## config.mk

```make
export PLATFORM = sky130hd
export DESIGN_NAME = adv_local_name_extract_flat
export DESIGN_NICKNAME = d
export VERILOG_FILES = /design/src/rtl/alne_pkg.sv /design/src/rtl/alne_stream_if.sv /design/src/rtl/alne_ctrl.sv /design/src/rtl/alne_datapath.sv /design/src/rtl/adv_local_name_extract.sv /design/src/flat_wrapper.sv
export SDC_FILE = /design/constraint.sdc
export NUM_CORES = 1
export LEC_CHECK = 0
export ABC_CLOCK_PERIOD_IN_PS = 5000
export BUFFER_PORTS_ARGS = -buffer_cell sky130_fd_sc_hd__buf_2
export CAP_MARGIN = 20
export CORE_MARGIN = 2
export CORE_UTILIZATION = 54
export CTS_CLUSTER_DIAMETER = 30
export DETAILED_ROUTE_END_ITERATION = 8
export GPL_TIMING_DRIVEN = 1
export HOLD_SLACK_MARGIN = 0.12
export PLACE_DENSITY_LB_ADDON = 0.25
export SLEW_MARGIN = 20
export SYNTH_ARGS = -nofsm -noshare
export SYNTH_HDL_FRONTEND = slang
export SYNTH_SLANG_ARGS = --single-unit
```

## constraint.sdc

```tcl
create_clock -name clk -period 5 [get_ports clk]
set_input_delay 0.75 -clock clk [delete_from_list [all_inputs] [get_ports clk]]
set_output_delay 0.75 -clock clk [all_outputs]
set_load 0.01 [all_outputs]
```

## src/rtl/alne_pkg.sv

```systemverilog
// Shared types and constants for the advertising local name extractor.
// Holds the channel item structs and the controller/datapath command and
// status structs. No dependencies.
package alne_pkg;

  localparam int NAME_STORE_DEFAULT = 64;

  typedef struct packed {
    logic [7:0] adv_byte;
    logic       final_byte;
  } in_item_t;

  typedef struct packed {
    logic       found;
    logic [7:0] name_byte;
    logic       name_last;
  } out_item_t;

  typedef struct packed {
    logic step;
    logic fetch;
    logic load_name;
    logic load_none;
  } ctl_cmd_t;

  typedef struct packed {
    logic emit;
    logic none_now;
    logic run_last;
  } dp_status_t;

endpackage

```

## src/rtl/alne_stream_if.sv

```systemverilog
// Valid/ready request channel carrying one item of a packed type.
// Depends on alne_pkg for the default item type.
interface alne_stream_if #(
  parameter type item_t = alne_pkg::in_item_t
);
  logic  valid;
  logic  ready;
  item_t data;

  modport source(output valid, output data, input ready);
  modport sink(input valid, input data, output ready);
endinterface

```

## src/rtl/alne_ctrl.sv

```systemverilog
// Controller for the local name extractor: input handshake, replay
// sequencing and the output valid flag. Depends on alne_pkg.
module alne_ctrl (
  input  logic                  clk,
  input  logic                  rst,
  input  logic                  in_valid,
  output logic                  in_ready,
  output logic                  out_valid,
  input  logic                  out_ready,
  input  alne_pkg::dp_status_t  st,
  output alne_pkg::ctl_cmd_t    cmd
);

  localparam logic [1:0] ST_RUN   = 2'd0;
  localparam logic [1:0] ST_FETCH = 2'd1;
  localparam logic [1:0] ST_SEND  = 2'd2;

  logic [1:0] state;
  logic [1:0] state_next;
  logic       out_free;

  assign out_free = !out_valid || out_ready;

  always_comb begin
    state_next    = state;
    in_ready      = 1'b0;
    cmd.step      = 1'b0;
    cmd.fetch     = 1'b0;
    cmd.load_name = 1'b0;
    cmd.load_none = 1'b0;
    case (state)
      ST_RUN: begin
        in_ready      = out_free;
        cmd.step      = in_valid && out_free;
        cmd.load_none = cmd.step && st.none_now;
        if (cmd.step && st.emit) begin
          state_next = ST_FETCH;
        end
      end
      ST_FETCH: begin
        cmd.fetch  = 1'b1;
        state_next = ST_SEND;
      end
      ST_SEND: begin
        if (out_free) begin
          cmd.load_name = 1'b1;
          state_next    = st.run_last ? ST_RUN : ST_FETCH;
        end
      end
      default: begin
        state_next = ST_RUN;
      end
    endcase
  end

  always_ff @(posedge clk) begin
    if (rst) begin
      state     <= ST_RUN;
      out_valid <= 1'b0;
    end else begin
      state <= state_next;
      if (cmd.load_name || cmd.load_none) begin
        out_valid <= 1'b1;
      end else if (out_ready) begin
        out_valid <= 1'b0;
      end
    end
  end

endmodule

```

## src/rtl/alne_datapath.sv

```systemverilog
// Datapath for the local name extractor: structure walker, name buffer
// memory and output register. Depends on alne_pkg.
module alne_datapath #(
  parameter int NAME_STORE = alne_pkg::NAME_STORE_DEFAULT
) (
  input  logic                 clk,
  input  logic                 rst,
  input  alne_pkg::ctl_cmd_t   cmd,
  input  alne_pkg::in_item_t   in_item,
  output alne_pkg::dp_status_t st,
  output alne_pkg::out_item_t  out_item
);

  localparam int         CW        = $clog2(NAME_STORE);
  localparam logic [8:0] STORE_LIM = 9'(NAME_STORE);

  localparam logic [1:0] PH_LEN   = 2'd0;
  localparam logic [1:0] PH_TYPE  = 2'd1;
  localparam logic [1:0] PH_VALUE = 2'd2;
  localparam logic [1:0] PH_DONE  = 2'd3;

  localparam logic [7:0] KIND_SHORT = 8'h08;
  localparam logic [7:0] KIND_FULL  = 8'h09;

  logic [1:0]    phase;
  logic [1:0]    phase_next;
  logic [7:0]    field_length;
  logic [7:0]    field_length_next;
  logic [7:0]    field_kind;
  logic [7:0]    field_kind_next;
  logic [7:0]    bytes_left;
  logic [7:0]    bytes_left_next;
  logic [CW-1:0] name_count;
  logic [CW-1:0] name_count_next;
  logic [CW-1:0] rd_idx;
  logic [CW-1:0] run_end;
  logic [7:0]    mem_q;
  logic [7:0]    name_store [NAME_STORE];

  logic [7:0]    bl_dec;
  logic          qualifies;
  logic          wr_en;
  logic          emit;
  logic          named;

  assign bl_dec    = bytes_left - 8'd1;
  assign qualifies = (field_kind == KIND_SHORT || field_kind == KIND_FULL) &&
                     (field_length >= 8'd2) &&
                     (({1'b0, field_length} - 9'd1) < STORE_LIM);

  always_comb begin
    phase_next        = phase;
    field_length_next = field_length;
    field_kind_next   = field_kind;
    bytes_left_next   = bytes_left;
    name_count_next   = name_count;
    wr_en             = 1'b0;
    emit              = 1'b0;
    case (phase)
      PH_LEN: begin
        if (in_item.adv_byte == 8'd0) begin
          phase_next      = PH_DONE;
          name_count_next = '0;
        end else begin
          field_length_next = in_item.adv_byte;
          bytes_left_next   = in_item.adv_byte;
          phase_next        = PH_TYPE;
        end
      end
      PH_TYPE: begin
        field_kind_next = in_item.adv_byte;
        name_count_next = '0;
        bytes_left_next = bl_dec;
        phase_next      = (bl_dec == 8'd0) ? PH_LEN : PH_VALUE;
      end
      PH_VALUE: begin
        wr_en           = qualifies;
        bytes_left_next = bl_dec;
        if (qualifies) begin
          name_count_next = name_count + CW'(1);
        end
        if (bl_dec == 8'd0) begin
          if (qualifies) begin
            emit       = 1'b1;
            phase_next = PH_DONE;
          end else begin
            name_count_next = '0;
            phase_next      = PH_LEN;
          end
        end
      end
      default: begin
      end
    endcase
    named = emit || (phase == PH_DONE && name_count != '0);
    if (in_item.final_byte) begin
      phase_next        = PH_LEN;
      field_length_next = 8'd0;
      field_kind_next   = 8'd0;
      bytes_left_next   = 8'd0;
      name_count_next   = '0;
    end
  end

  assign st.emit     = emit;
  assign st.none_now = in_item.final_byte && !named;
  assign st.run_last = (rd_idx == run_end);

  always_ff @(posedge clk) begin
    if (rst) begin
      phase        <= PH_LEN;
      field_length <= 8'd0;
      field_kind   <= 8'd0;
      bytes_left   <= 8'd0;
      name_count   <= '0;
      rd_idx       <= '0;
      run_end      <= '0;
    end else begin
      if (cmd.step) begin
        phase        <= phase_next;
        field_length <= field_length_next;
        field_kind   <= field_kind_next;
        bytes_left   <= bytes_left_next;
        name_count   <= name_count_next;
        if (emit) begin
          rd_idx  <= '0;
          run_end <= name_count;
        end
      end
      if (cmd.load_name) begin
        rd_idx <= rd_idx + CW'(1);
      end
    end
  end

  always_ff @(posedge clk) begin
    if (cmd.step && wr_en) begin
      name_store[name_count] <= in_item.adv_byte;
    end
    if (cmd.fetch) begin
      mem_q <= name_store[rd_idx];
    end
  end

  always_ff @(posedge clk) begin
    if (cmd.load_name) begin
      out_item.found     <= 1'b1;
      out_item.name_byte <= mem_q;
      out_item.name_last <= (rd_idx == run_end);
    end else if (cmd.load_none) begin
      out_item.found     <= 1'b0;
      out_item.name_byte <= 8'd0;
      out_item.name_last <= 1'b1;
    end
  end

endmodule

```

## src/rtl/adv_local_name_extract.sv

```systemverilog
// Top level of the advertising local name extractor.
// Joins alne_ctrl and alne_datapath; uses alne_pkg and alne_stream_if.
//
// channel  dir  payload                          accepted when
// adv      in   adv_byte[7:0], final_byte        adv.valid && adv.ready
// result   out  found, name_byte[7:0], name_last result.valid && result.ready
//
// Parsing takes one payload byte per cycle while the output register is free.
// Once a name structure completes, input is held while the name is replayed
// from the single-port buffer: each name byte is read, then loaded into the output.
// Reset (rst, synchronous) returns the walker to expecting a length byte.
// A stalled result holds in the output register; input then waits for it.
module adv_local_name_extract #(
  parameter int NAME_STORE = alne_pkg::NAME_STORE_DEFAULT
) (
  input logic           clk,
  input logic           rst,
  alne_stream_if.sink   adv,
  alne_stream_if.source result
);

  alne_pkg::ctl_cmd_t   cmd;
  alne_pkg::dp_status_t st;
  alne_pkg::out_item_t  out_item;

  alne_ctrl u_ctrl (
    .clk       (clk),
    .rst       (rst),
    .in_valid  (adv.valid),
    .in_ready  (adv.ready),
    .out_valid (result.valid),
    .out_ready (result.ready),
    .st        (st),
    .cmd       (cmd)
  );

  alne_datapath #(
    .NAME_STORE (NAME_STORE)
  ) u_dp (
    .clk      (clk),
    .rst      (rst),
    .cmd      (cmd),
    .in_item  (adv.data),
    .st       (st),
    .out_item (out_item)
  );

  assign result.data = out_item;

`ifndef SYNTHESIS
  a_hold_after_name: assert property (@(posedge clk) disable iff (rst)
    cmd.step && st.emit |=> !adv.ready)
    else $error("input taken during name replay");

  a_none_result: assert property (@(posedge clk) disable iff (rst)
    cmd.step && st.none_now |=> result.valid && !result.data.found &&
                                result.data.name_last)
    else $error("missing not-found result");

  a_none_clean: assert property (@(posedge clk) disable iff (rst)
    result.valid && !result.data.found |->
      result.data.name_byte == 8'd0 && result.data.name_last)
    else $error("malformed not-found result");
`endif

endmodule

```

## src/flat_wrapper.sv

```systemverilog
// flat-port wrapper written by rule: the top's interface ports become plain ports
module adv_local_name_extract_flat 
#(
  parameter int NAME_STORE = alne_pkg::NAME_STORE_DEFAULT
)
  (clk, rst, adv_valid, adv_data, adv_ready, result_valid, result_data, result_ready);
  alne_stream_if #(.item_t(alne_pkg::in_item_t)) adv_i ();
  alne_stream_if #(.item_t(alne_pkg::out_item_t)) result_i ();
  input logic clk;
  input logic rst;
  input wire logic [$bits(adv_i.valid)-1:0] adv_valid;
  input wire logic [$bits(adv_i.data)-1:0] adv_data;
  output wire logic [$bits(adv_i.ready)-1:0] adv_ready;
  output wire logic [$bits(result_i.valid)-1:0] result_valid;
  output wire logic [$bits(result_i.data)-1:0] result_data;
  input wire logic [$bits(result_i.ready)-1:0] result_ready;
  assign adv_i.valid = adv_valid;
  assign adv_i.data = adv_data;
  assign adv_ready = adv_i.ready;
  assign result_valid = result_i.valid;
  assign result_data = result_i.data;
  assign result_i.ready = result_ready;
  adv_local_name_extract #(.NAME_STORE(NAME_STORE)) u_core (.clk(clk), .rst(rst), .adv(adv_i), .result(result_i));
endmodule
```

# == Word-level counts from Yosys, hierarchy flattened ==
# Memories as Yosys holds them, arrays and structs flattened. A register that Yosys moved wholly into a read port is not among the register bits.
# Index checks and enable logic that the tools add are counted.
# op_classes
addsub,4
magnitude_cmp,2
eq_ne,14
muxes,42
n_reduce_logical,36
# op_table
cell,n
$mux 6,8
$mux 8,6
$mux 9,2
$pmux 6 s3,1
$eq 8x4->1 const B,2
$logic_not 8->1,2
$pmux 8 s2,1
$mux 1,15
$mux 2,7
$add 6x1->6 const B,2
$pmux 2 s3,2
$reduce_and 3->1,4
$reduce_bool 2->1,6
$lt 9x7->1 const B,1
$ne 3x3->1 const B,3
$sub 8x1->9 const B,1
$ge 8x2->1 const B,1
$logic_and 1x1->1,8
$reduce_and 2->1,4
$sub 8x1->8 const B,1
$eq 2x2->1 const B,3
$eq 6x6->1,1
$ne 2x2->1 const B,3
$reduce_bool 6->1,1
7 further kinds,13
# word_totals
ff_bits,57
ramBits,512
inputBits,13
out_inout_bits,12
wordCells,111
memories,1
# memory_table
memory,words,word_bits,read_ports,rd_clocked_by_memory_dff,wr,line,text
u_core.u_dp.name_store,64,8,1,1,1,alne_datapath.sv:38,logic [7:0] name_store [NAME_STORE];

# == Logic depth before layout (Yosys ltp) ==
# Gate-level depths: netlist of run 1.
# depth
depth_word,14
ltp_mapped,11
mapped_depth_nobuf,8

# == Cells and area by module ==
# From an unflattened synthesis of run 1, not the netlist that was laid out.
# hier_totals
hier_cells,1250
hier_area_um2,23151.0
# modules_own_cells
mod,n_inst,cells_each,area_each_um2,seq_area_each_um2
alne_datapath,1,1231,22977.0,16766.1
alne_ctrl,1,19,173.9,60.1

# == Worst setup path before layout of run 1 ==
# Ideal clock, no wire load.
# synth_timing
kind,flip-flop to flip-flop
start,reg u_core.u_dp.bytes_left[0]
end,"reg, netlist name u_core.u_dp.out_item[0]"
setup_time_ns,0.387
arrival_ns,2.556
t_required_ns,4.613
slack_ns,2.057
stages_incl_launch_ff,10
path_buffers,2
period_less_slack_ns,2.943
cell_sequence,dfxtp_1 > clkbuf_1 > inv_1 > ha_1 > clkbuf_1 > and4b_1 > o311a_2 > nand2_1 > nor2_1 > o21ai_0
# synth_between
elab_chain_len,10
# synth_rtl
item,line,text
"start, declared",alne_datapath.sv:31,logic [7:0] bytes_left;
"start signal, assigned",alne_datapath.sv:123,bytes_left <= bytes_left_next;
$sub 8x1->8,alne_datapath.sv:46,assign bl_dec = bytes_left - 8'd1;
$logic_not 8->1,alne_datapath.sv:82,if (bl_dec == 8'd0) begin
$mux 1,alne_datapath.sv:82,
$mux 1,alne_datapath.sv:59,case (phase)
$logic_or 1x1->1,alne_datapath.sv:95,named = emit || (phase == PH_DONE && name_count != '0);
$logic_not 1->1,alne_datapath.sv:106,assign st.none_now = in_item.final_byte && !named;
$logic_and 1x1->1,alne_datapath.sv:106,
$logic_and 1x1->1,alne_ctrl.sv:35,cmd.load_none = cmd.step && st.none_now;
$mux 1,alne_ctrl.sv:31,case (state)
$reduce_bool 2->1 (no source line),-,
# Every way passes these cells.
# A chain may end at the register's enable or synchronous reset.

# == Final worst setup path of run 1 ==
# layout_timing
start,reg u_core.u_ctrl.state[1]
end,"mem u_core.u_dp.name_store[27][4], enable pin"
# layout_between
elab_chain_len,5
# layout_rtl
item,line,text
"start, declared",alne_ctrl.sv:18,logic [1:0] state;
"start signal, assigned",alne_ctrl.sv:61,state <= state_next;
$logic_not 2->1,alne_ctrl.sv:31,
$mux 1,alne_ctrl.sv:31,
$logic_and 1x1->1,alne_datapath.sv:137,if (cmd.step && wr_en) begin
$mux 1,alne_datapath.sv:137,
$mux 1 (not written as such),alne_datapath.sv:138,name_store[name_count] <= in_item.adv_byte;
"end, declared",alne_datapath.sv:38,
# Every way passes these cells.

==> impl_metrics.json, run 1 <==
{
  "route.detailed.drc": 0,
  "clkSlewWorstSetupHoldPaths_ps": 50,
  "async_flop_share_pct": 0,
  "ys_seq_area_share_pct": 73.3,
  "wl_met2_um": 23800,
  "dr_total_vias": 12300,
  "cts.sinks": 576,
  "io_pins": 25,
  "fin_crit_sh_pct": 68.8,
  "critical_path_class": "reg -> reg",
  "slew_headroom_pct": 25.9,
  "cts_root_buf": "clkbuf_16",
  "cts.path.max_buffers": 3,
  "drtIter0Drc": 1608,
  "hpwl_um": 31500,
  "pwr_density_cell_nw_per_um2": 460,
  "slew_viol_final": 0,
  "reg2reg_depth": 5,
  "yosysTopAreaCellShare_pct": 69.2,
  "p_leak_nw": 8.71,
  "n_antenna_cell": 0,
  "wl_met3_um": 5140,
  "avgSynthCellArea_um2": 18.2,
  "fin_skew_ps": 19.0,
  "crit_start": "u_core.u_ctrl.state[1]",
  "start_kind": "flop",
  "cp_max_fo": 15,
  "htreeDepth": 3,
  "n_fill_cell": 2696,
  "ir_worst_vdd_mv": 0.272,
  "timing.critical_path.arrival_ps": 3680,
  "worstSetupEndpointType": "flop",
  "final_cells": 1961,
  "fmax_mhz": 291,
  "drive_gt1_share_pct": 25.8,
  "core_area_um2": 41900,
  "crit_buf_inv": 0,
  "power.total_mw": 12.5,
  "fp.dieW_um": 210,
  "cts_buffers": 101,
  "cp_slowest_cell": "nor2_1",
  "grt_pass1_vias": 12300,
  "grt_use_total_pct": 24.6,
  "gp_congestion": 0.839,
  "ys_types": 66,
  "placed_cell_area_um2": 23700,
  "path_delay_family": "simple AND/OR/NAND/NOR gates",
  "setup_tns_ps": 0,
  "ys_warn_count": 0,
  "wl_met1_um": 22900,
  "finalSetupViolations": 0,
  "grt_overflow": 0,
  "die_y_um": 210,
  "rsz0062_at_grt": "no",
  "initial_utilization_pct": 54.8,
  "synth-edff-count": 529,
  "clkLatencyLatePin_ps": 620,
  "ys_seq_elements": 576,
  "period_minus_slack_ps": 3440,
  "grt_max_degree": 68,
  "maxCapViolations": 0,
  "whs_path_depth": 2,
  "cp.required_ps": 5230,
  "netlist_instances": 1261,
  "die_area_um2": 44200,
  "totalWireLength_um": 52900,
  "post_cts_buffers": 0,
  "hold_buffers": 0,
  "post_drt_wl_per_cell_um": 27.0,
  "status": "completed",
  "via_per_inst": 6.30,
  "cts_resized": 0,
  "tightestPinTransition_ps": 1110,
  "fin_nets": 1357,
  "antenna_found_initial": 0,
  "design_area_um2": 27200,
  "drtPass1Iterations": 5,
  "slowest_delay_ps": 800,
  "ys.flop_type": "edfxtp_1",
  "worstPathCellList": "nand2b_1, or3_4, a2111oi_4, nand3_1, nor2_1",
  "areaGrowthSynthToFinish_pct": 18.4,
  "port_buffers": 24,
  "hp-class": "reg -> reg",
  "syn-cell-area_um2": 23000,
  "synthTopCellsByArea": "edfxtp_1 69%, mux4_2 13%, dfxtp_1 4.1%",
  "regToRegStartpoint": "u_core.u_ctrl.state[1]",
  "yosysTopAreaCell": "edfxtp_1",
  "grt_first_pass_wirelength_um": 79400,
  "synth_fp_nets": 1284,
  "cts_tree": "done",
  "finalHoldViolations": 0,
  "ant_nets": 0,
  "cp_num_cells": 5,
  "top_layer": "met4",
  "placed_cells": 1770,
  "hold_start": "u_core.u_dp.out_item[9]",
  "num_rows": 75
}
==> per-layer routing <==
metal / up-vias / track usage, %
li1: 5329 / -
met1: 6333 / 37.2
met2: 616 / 35.5
met3: 69 / 6.67
met4: 0 / 7.39
met5: - / 0
==> cells in the final DEF, fill, tap and decap left out, types with 10 or more instances in the layout <==
| cell type | synthesis | routed |
|---|---|---|
| a221oi_1 | 10 | 10 |
| inv_6 | 0 | 23 |
| buf_2 | 20 | 24 |
| ha_1 | 10 | 10 |
| nor3b_1 | 11 | 11 |
| nor3_1 | 10 | 10 |
| and3_1 | 11 | 11 |
| clkbuf_1 | 45 | 10 |
| clkbuf_16 | 0 | 102 |
| nor2b_1 | 10 | 10 |
| nand2_1 | 38 | 38 |
| inv_1 | 12 | 12 |
| o21ai_0 | 18 | 17 |
| mux4_2 | 128 | 128 |
| mux2i_1 | 12 | 12 |
| or3_1 | 10 | 10 |
| clkinvlp_4 | 0 | 10 |
| a22o_1 | 10 | 10 |
| bufinv_16 | 0 | 15 |
| edfxtp_1 | 529 | 529 |
| buf_4 | 1 | 18 |
| a21oi_1 | 34 | 34 |
| nand3_1 | 20 | 20 |
| dfxtp_1 | 47 | 45 |
| a22oi_1 | 33 | 33 |
| nor2_1 | 118 | 118 |
==> power breakdown <==
group          switching, mW  internal, mW  total, mW
logic                  0.162        0.0527      0.214
registers             0.0119          5.27       5.28
clock network           2.43          4.59       7.02
total                   2.61          9.91       12.5
==> final timing paths <==
check,slack (ps),endpoint
min,470,u_core.u_dp.out_item[9]
max reg2reg,1560,u_core.u_dp.name_store[27][4]
max,1560,u_core.u_dp.name_store[27][4]
min reg2reg,470,u_core.u_dp.out_item[9]
==> cells by family (layout without fill, tap and decap cells) <==
family / count (synthesis) / in the layout / share of synthesized area [%]
and+or+nand+nor: 274 / 274 / 5.97
muxes: 140 / 140 / 13.1
DFF: 576 / 576 / 73.3
AOI/OAI and AO/OA: 164 / 164 / 5.20
xor gates and xnor gates: 10 / 10 / 0.381
buffers and inverters: 87 / 248 / 1.58
adders and majority gates: 10 / 10 / 0.545
==> state kept, by name, indices dropped and copies added, names as in the netlist <==
signal and flops:
u_core.u_ctrl.out_valid 1, u_core.u_dp.phase 2, u_core.u_dp.bytes_left 8, u_core.u_dp.out_item 10, u_core.u_dp.field_length 8, u_core.u_ctrl.state 2
u_core.u_dp.name_store 512, u_core.u_dp.name_count 6, u_core.u_dp.field_kind 7, u_core.u_dp.mem_q 8, u_core.u_dp.run_end 6, u_core.u_dp.rd_idx 6
==> Yosys cell counts, types with 4 or more instances <==
cell type,count
a2111oi_0,6
a211oi_1,5
a21o_1,4
a21oi_1,34
a221oi_1,10
a22o_1,10
a22oi_1,33
a31oi_1,5
and3_1,11
buf_1,8
buf_2,20
clkbuf_1,45
dfxtp_1,47
edfxtp_1,529
ha_1,10
inv_1,12
mux2i_1,12
mux4_2,128
nand2_1,38
nand2b_1,6
nand3_1,20
nand4_1,5
nor2_1,118
nor2b_1,10
nor3_1,10
nor3b_1,11
nor4_1,8
o21ai_0,18
o221ai_1,8
o32ai_1,6
or3_1,10
xor2_1,7
==> layout make-up <==
type                       count  area [um^2]  area share [%]
clock inverter                78          938            3.45
timing repair buffer          45          315            1.16
sequential                   576        16800            61.9
tap                          539          674            2.48
inverter                      12         45.0           0.166
clock buffer                 113         2600            9.57
multi-input combinational    598         5790            21.3
==> per-stage QoR <==
step	util (%)	setup slack, ps	hold slack (ps)
finish	64.9	1560	470
global route	64.9	1400	503
CTS	64.9	1580	482
detailed placement	56.4	1260	472
global placement	56.4	1350	460
floorplan	-	2060	448
==> tightest hold or removal path: stages, from the launching register on <==
cell and delay (ps):
dfxtp_1 300, inv_1 40, o21ai_0 70
No activity file was read; power rests on OpenSTA's default activity.
==> run 2: changes to the inputs <==
ABC_CLOCK_PERIOD_IN_PS = 3300   (was 5000)
clock period = 3.3 ns   (was 5 ns; I/O delays follow)
==> run 2 against run 1 <==
  * Sequential share of layout area shrank 2.2 points
  * Count of clock-buffer cells in the layout up 7
  * First-iteration DRC count down 7.4%
  * Routed wire length up 3.8%
  * Cell area up 3.7%
  * Clock skew up 2.8 ps
  * Worst setup slack got worse by 1100 ps
  * Critical path depth increased by 2
  * Power rose by 56%
  * Combinational power rose by 57%
  * Critical endpoint is now u_core.u_dp.name_store[34][7]
==> impl_metrics.json, run 2 (same netlist as run 1, synthesis figures left out) <==
{
  "drtIter0Drc": 1489,
  "grt_first_pass_wirelength_um": 82200,
  "grt_overflow": 0,
  "top_regs": "u_core.u_dp.name_store: 512 flops, u_core.u_dp.out_item: 10 flops",
  "cts_root_buf": "clkbuf_16",
  "finalHoldViolations": 0,
  "hold_start": "result_ready",
  "areaGrowthSynthToFinish_pct": 22.8,
  "tightestPinTransition_ps": 927,
  "htreeDepth": 3,
  "cts.path.max_buffers": 3,
  "setup_tns_ps": 0,
  "cts_buffers": 107,
  "antenna_found_initial": 0,
  "num_rows": 75,
  "period_minus_slack_ps": 2820,
  "grt_use_total_pct": 25.7,
  "slew_viol_final": 0,
  "maxCapViolations": 0,
  "rrSetupSlack_ps": 480,
  "wl_met2_um": 25900,
  "regToRegStartpoint": "u_core.u_dp.field_length[0]",
  "cts_resized": 0,
  "post_drt_wl_per_cell_um": 26.5,
  "clkLatencyLatePin_ps": 650,
  "fp.dieW_um": 210,
  "hold_buffers": 0,
  "port_buffers": 24,
  "grt_pass1_vias": 13100,
  "fin_nets": 1459,
  "critical_path_class": "reg -> reg",
  "initial_utilization_pct": 54.8,
  "io_pins": 25,
  "post_cts_buffers": 0,
  "hpwl_um": 32000,
  "start_kind": "flop",
  "ir_worst_vdd_mv": 0.548,
  "totalWireLength_um": 54900,
  "largest_reg_flops": 512,
  "route.detailed.drc": 0,
  "reg2reg_depth": 7,
  "crit_start": "u_core.u_dp.field_length[0]",
  "wl_met3_um": 4920,
  "top_register": "u_core.u_dp.name_store",
  "slew_headroom_pct": 37.8,
  "cp_max_fo": 8,
  "ant_nets": 0,
  "timing.critical_path.arrival_ps": 3170,
  "fin_skew_ps": 21.8,
  "n_antenna_cell": 0,
  "layout_commonest_cell": "edfxtp_1",
  "die_y_um": 210,
  "pwr_density_cell_nw_per_um2": 694,
  "drtPass1Iterations": 6,
  "cts.sinks": 576,
  "hp-class": "in -> reg",
  "wl_met1_um": 22600,
  "cts_tree": "done",
  "die_area_um2": 44200,
  "reg2reg_to": "u_core.u_dp.name_store[34][7]",
  "fin_crit_sh_pct": 85.6,
  "gp_congestion": 0.853,
  "clkSlewWorstSetupHoldPaths_ps": 50,
  "dr_total_vias": 12900,
  "top_layer": "met4",
  "p_leak_nw": 9.35,
  "endpoint": "u_core.u_dp.name_store[34][7]",
  "rsz0062_at_grt": "no",
  "layout_common_cells": "529 x edfxtp_1, 128 x mux4_2, 118 x nor2_1",
  "core_area_um2": 41900,
  "fmax_mhz": 354,
  "status": "completed",
  "cp.required_ps": 3640,
  "grt_max_degree": 68,
  "drive_gt1_share_pct": 31.0,
  "via_per_inst": 6.21,
  "worstSetupEndpointType": "flop",
  "power.total_mw": 19.6,
  "finalSetupViolations": 0
}
[run 2: layout make-up]
cell class                      instances  area [um^2]
Tap cell                              539          674
Fill cell                            2647        13700
Multi-Input combinational cell        598         5800
Clock inverter                         83         1010
Clock buffer                          120         2780
Timing Repair Buffer                  141         1060
Inverter                               12         45.0
Sequential cell                       576        16800
[run 2: metrics by stage]
stage,hold slack (ps),instance area [um^2],setup slack [ps],util [%],cells
after floorplan,448,23000,357,-,1261
after global placement,466,24400,488,58.2,1866
after detailed placement,474,24400,301,58.2,1866
after CTS,329,28200,298,67.2,2069
after global routing,409,28200,354,67.2,2069
final,360,28200,476,67.2,2069
[run 2: critical path, stage by stage, from the launching register on]
cell	delay [ps]
dfxtp_1	300
nor4b_1	320
nand2_1	190
a2111oi_4	640
and2_4	290
nand2_2	200
nor2_1	360
buf_4	220
[run 2: how the worst min path moves through the flow]
stage / end / slack, ps / depth (start not counted)
3_3_place_gp: u_core.u_dp.out_item[9] / 470 / 2
6_report: u_core.u_ctrl.state[1] / 360 / 5
3_5_place_dp: u_core.u_dp.field_kind[3] / 470 / 2
5_1_grt: u_core.u_ctrl.state[1] / 410 / 5
4_1_cts: u_core.u_ctrl.state[1] / 330 / 5
2_1_floorplan: u_core.u_dp.field_kind[3] / 450 / 2
[run 2: report_power, final]
group          switching [mW]  leakage [nW]  internal [mW]
Clock                    3.78          1.83           7.45
Sequential             0.0143          5.14           7.99
Combinational           0.250          2.38         0.0857
[run 2: routing by layer]
| layer | global-route usage (%) | up-vias |
|---|---|---|
| met5 | 0 | - |
| met4 | 9.86 | 0 |
| met3 | 6.93 | 88 |
| met2 | 39.6 | 594 |
| met1 | 35.5 | 6623 |
| li1 | - | 5549 |
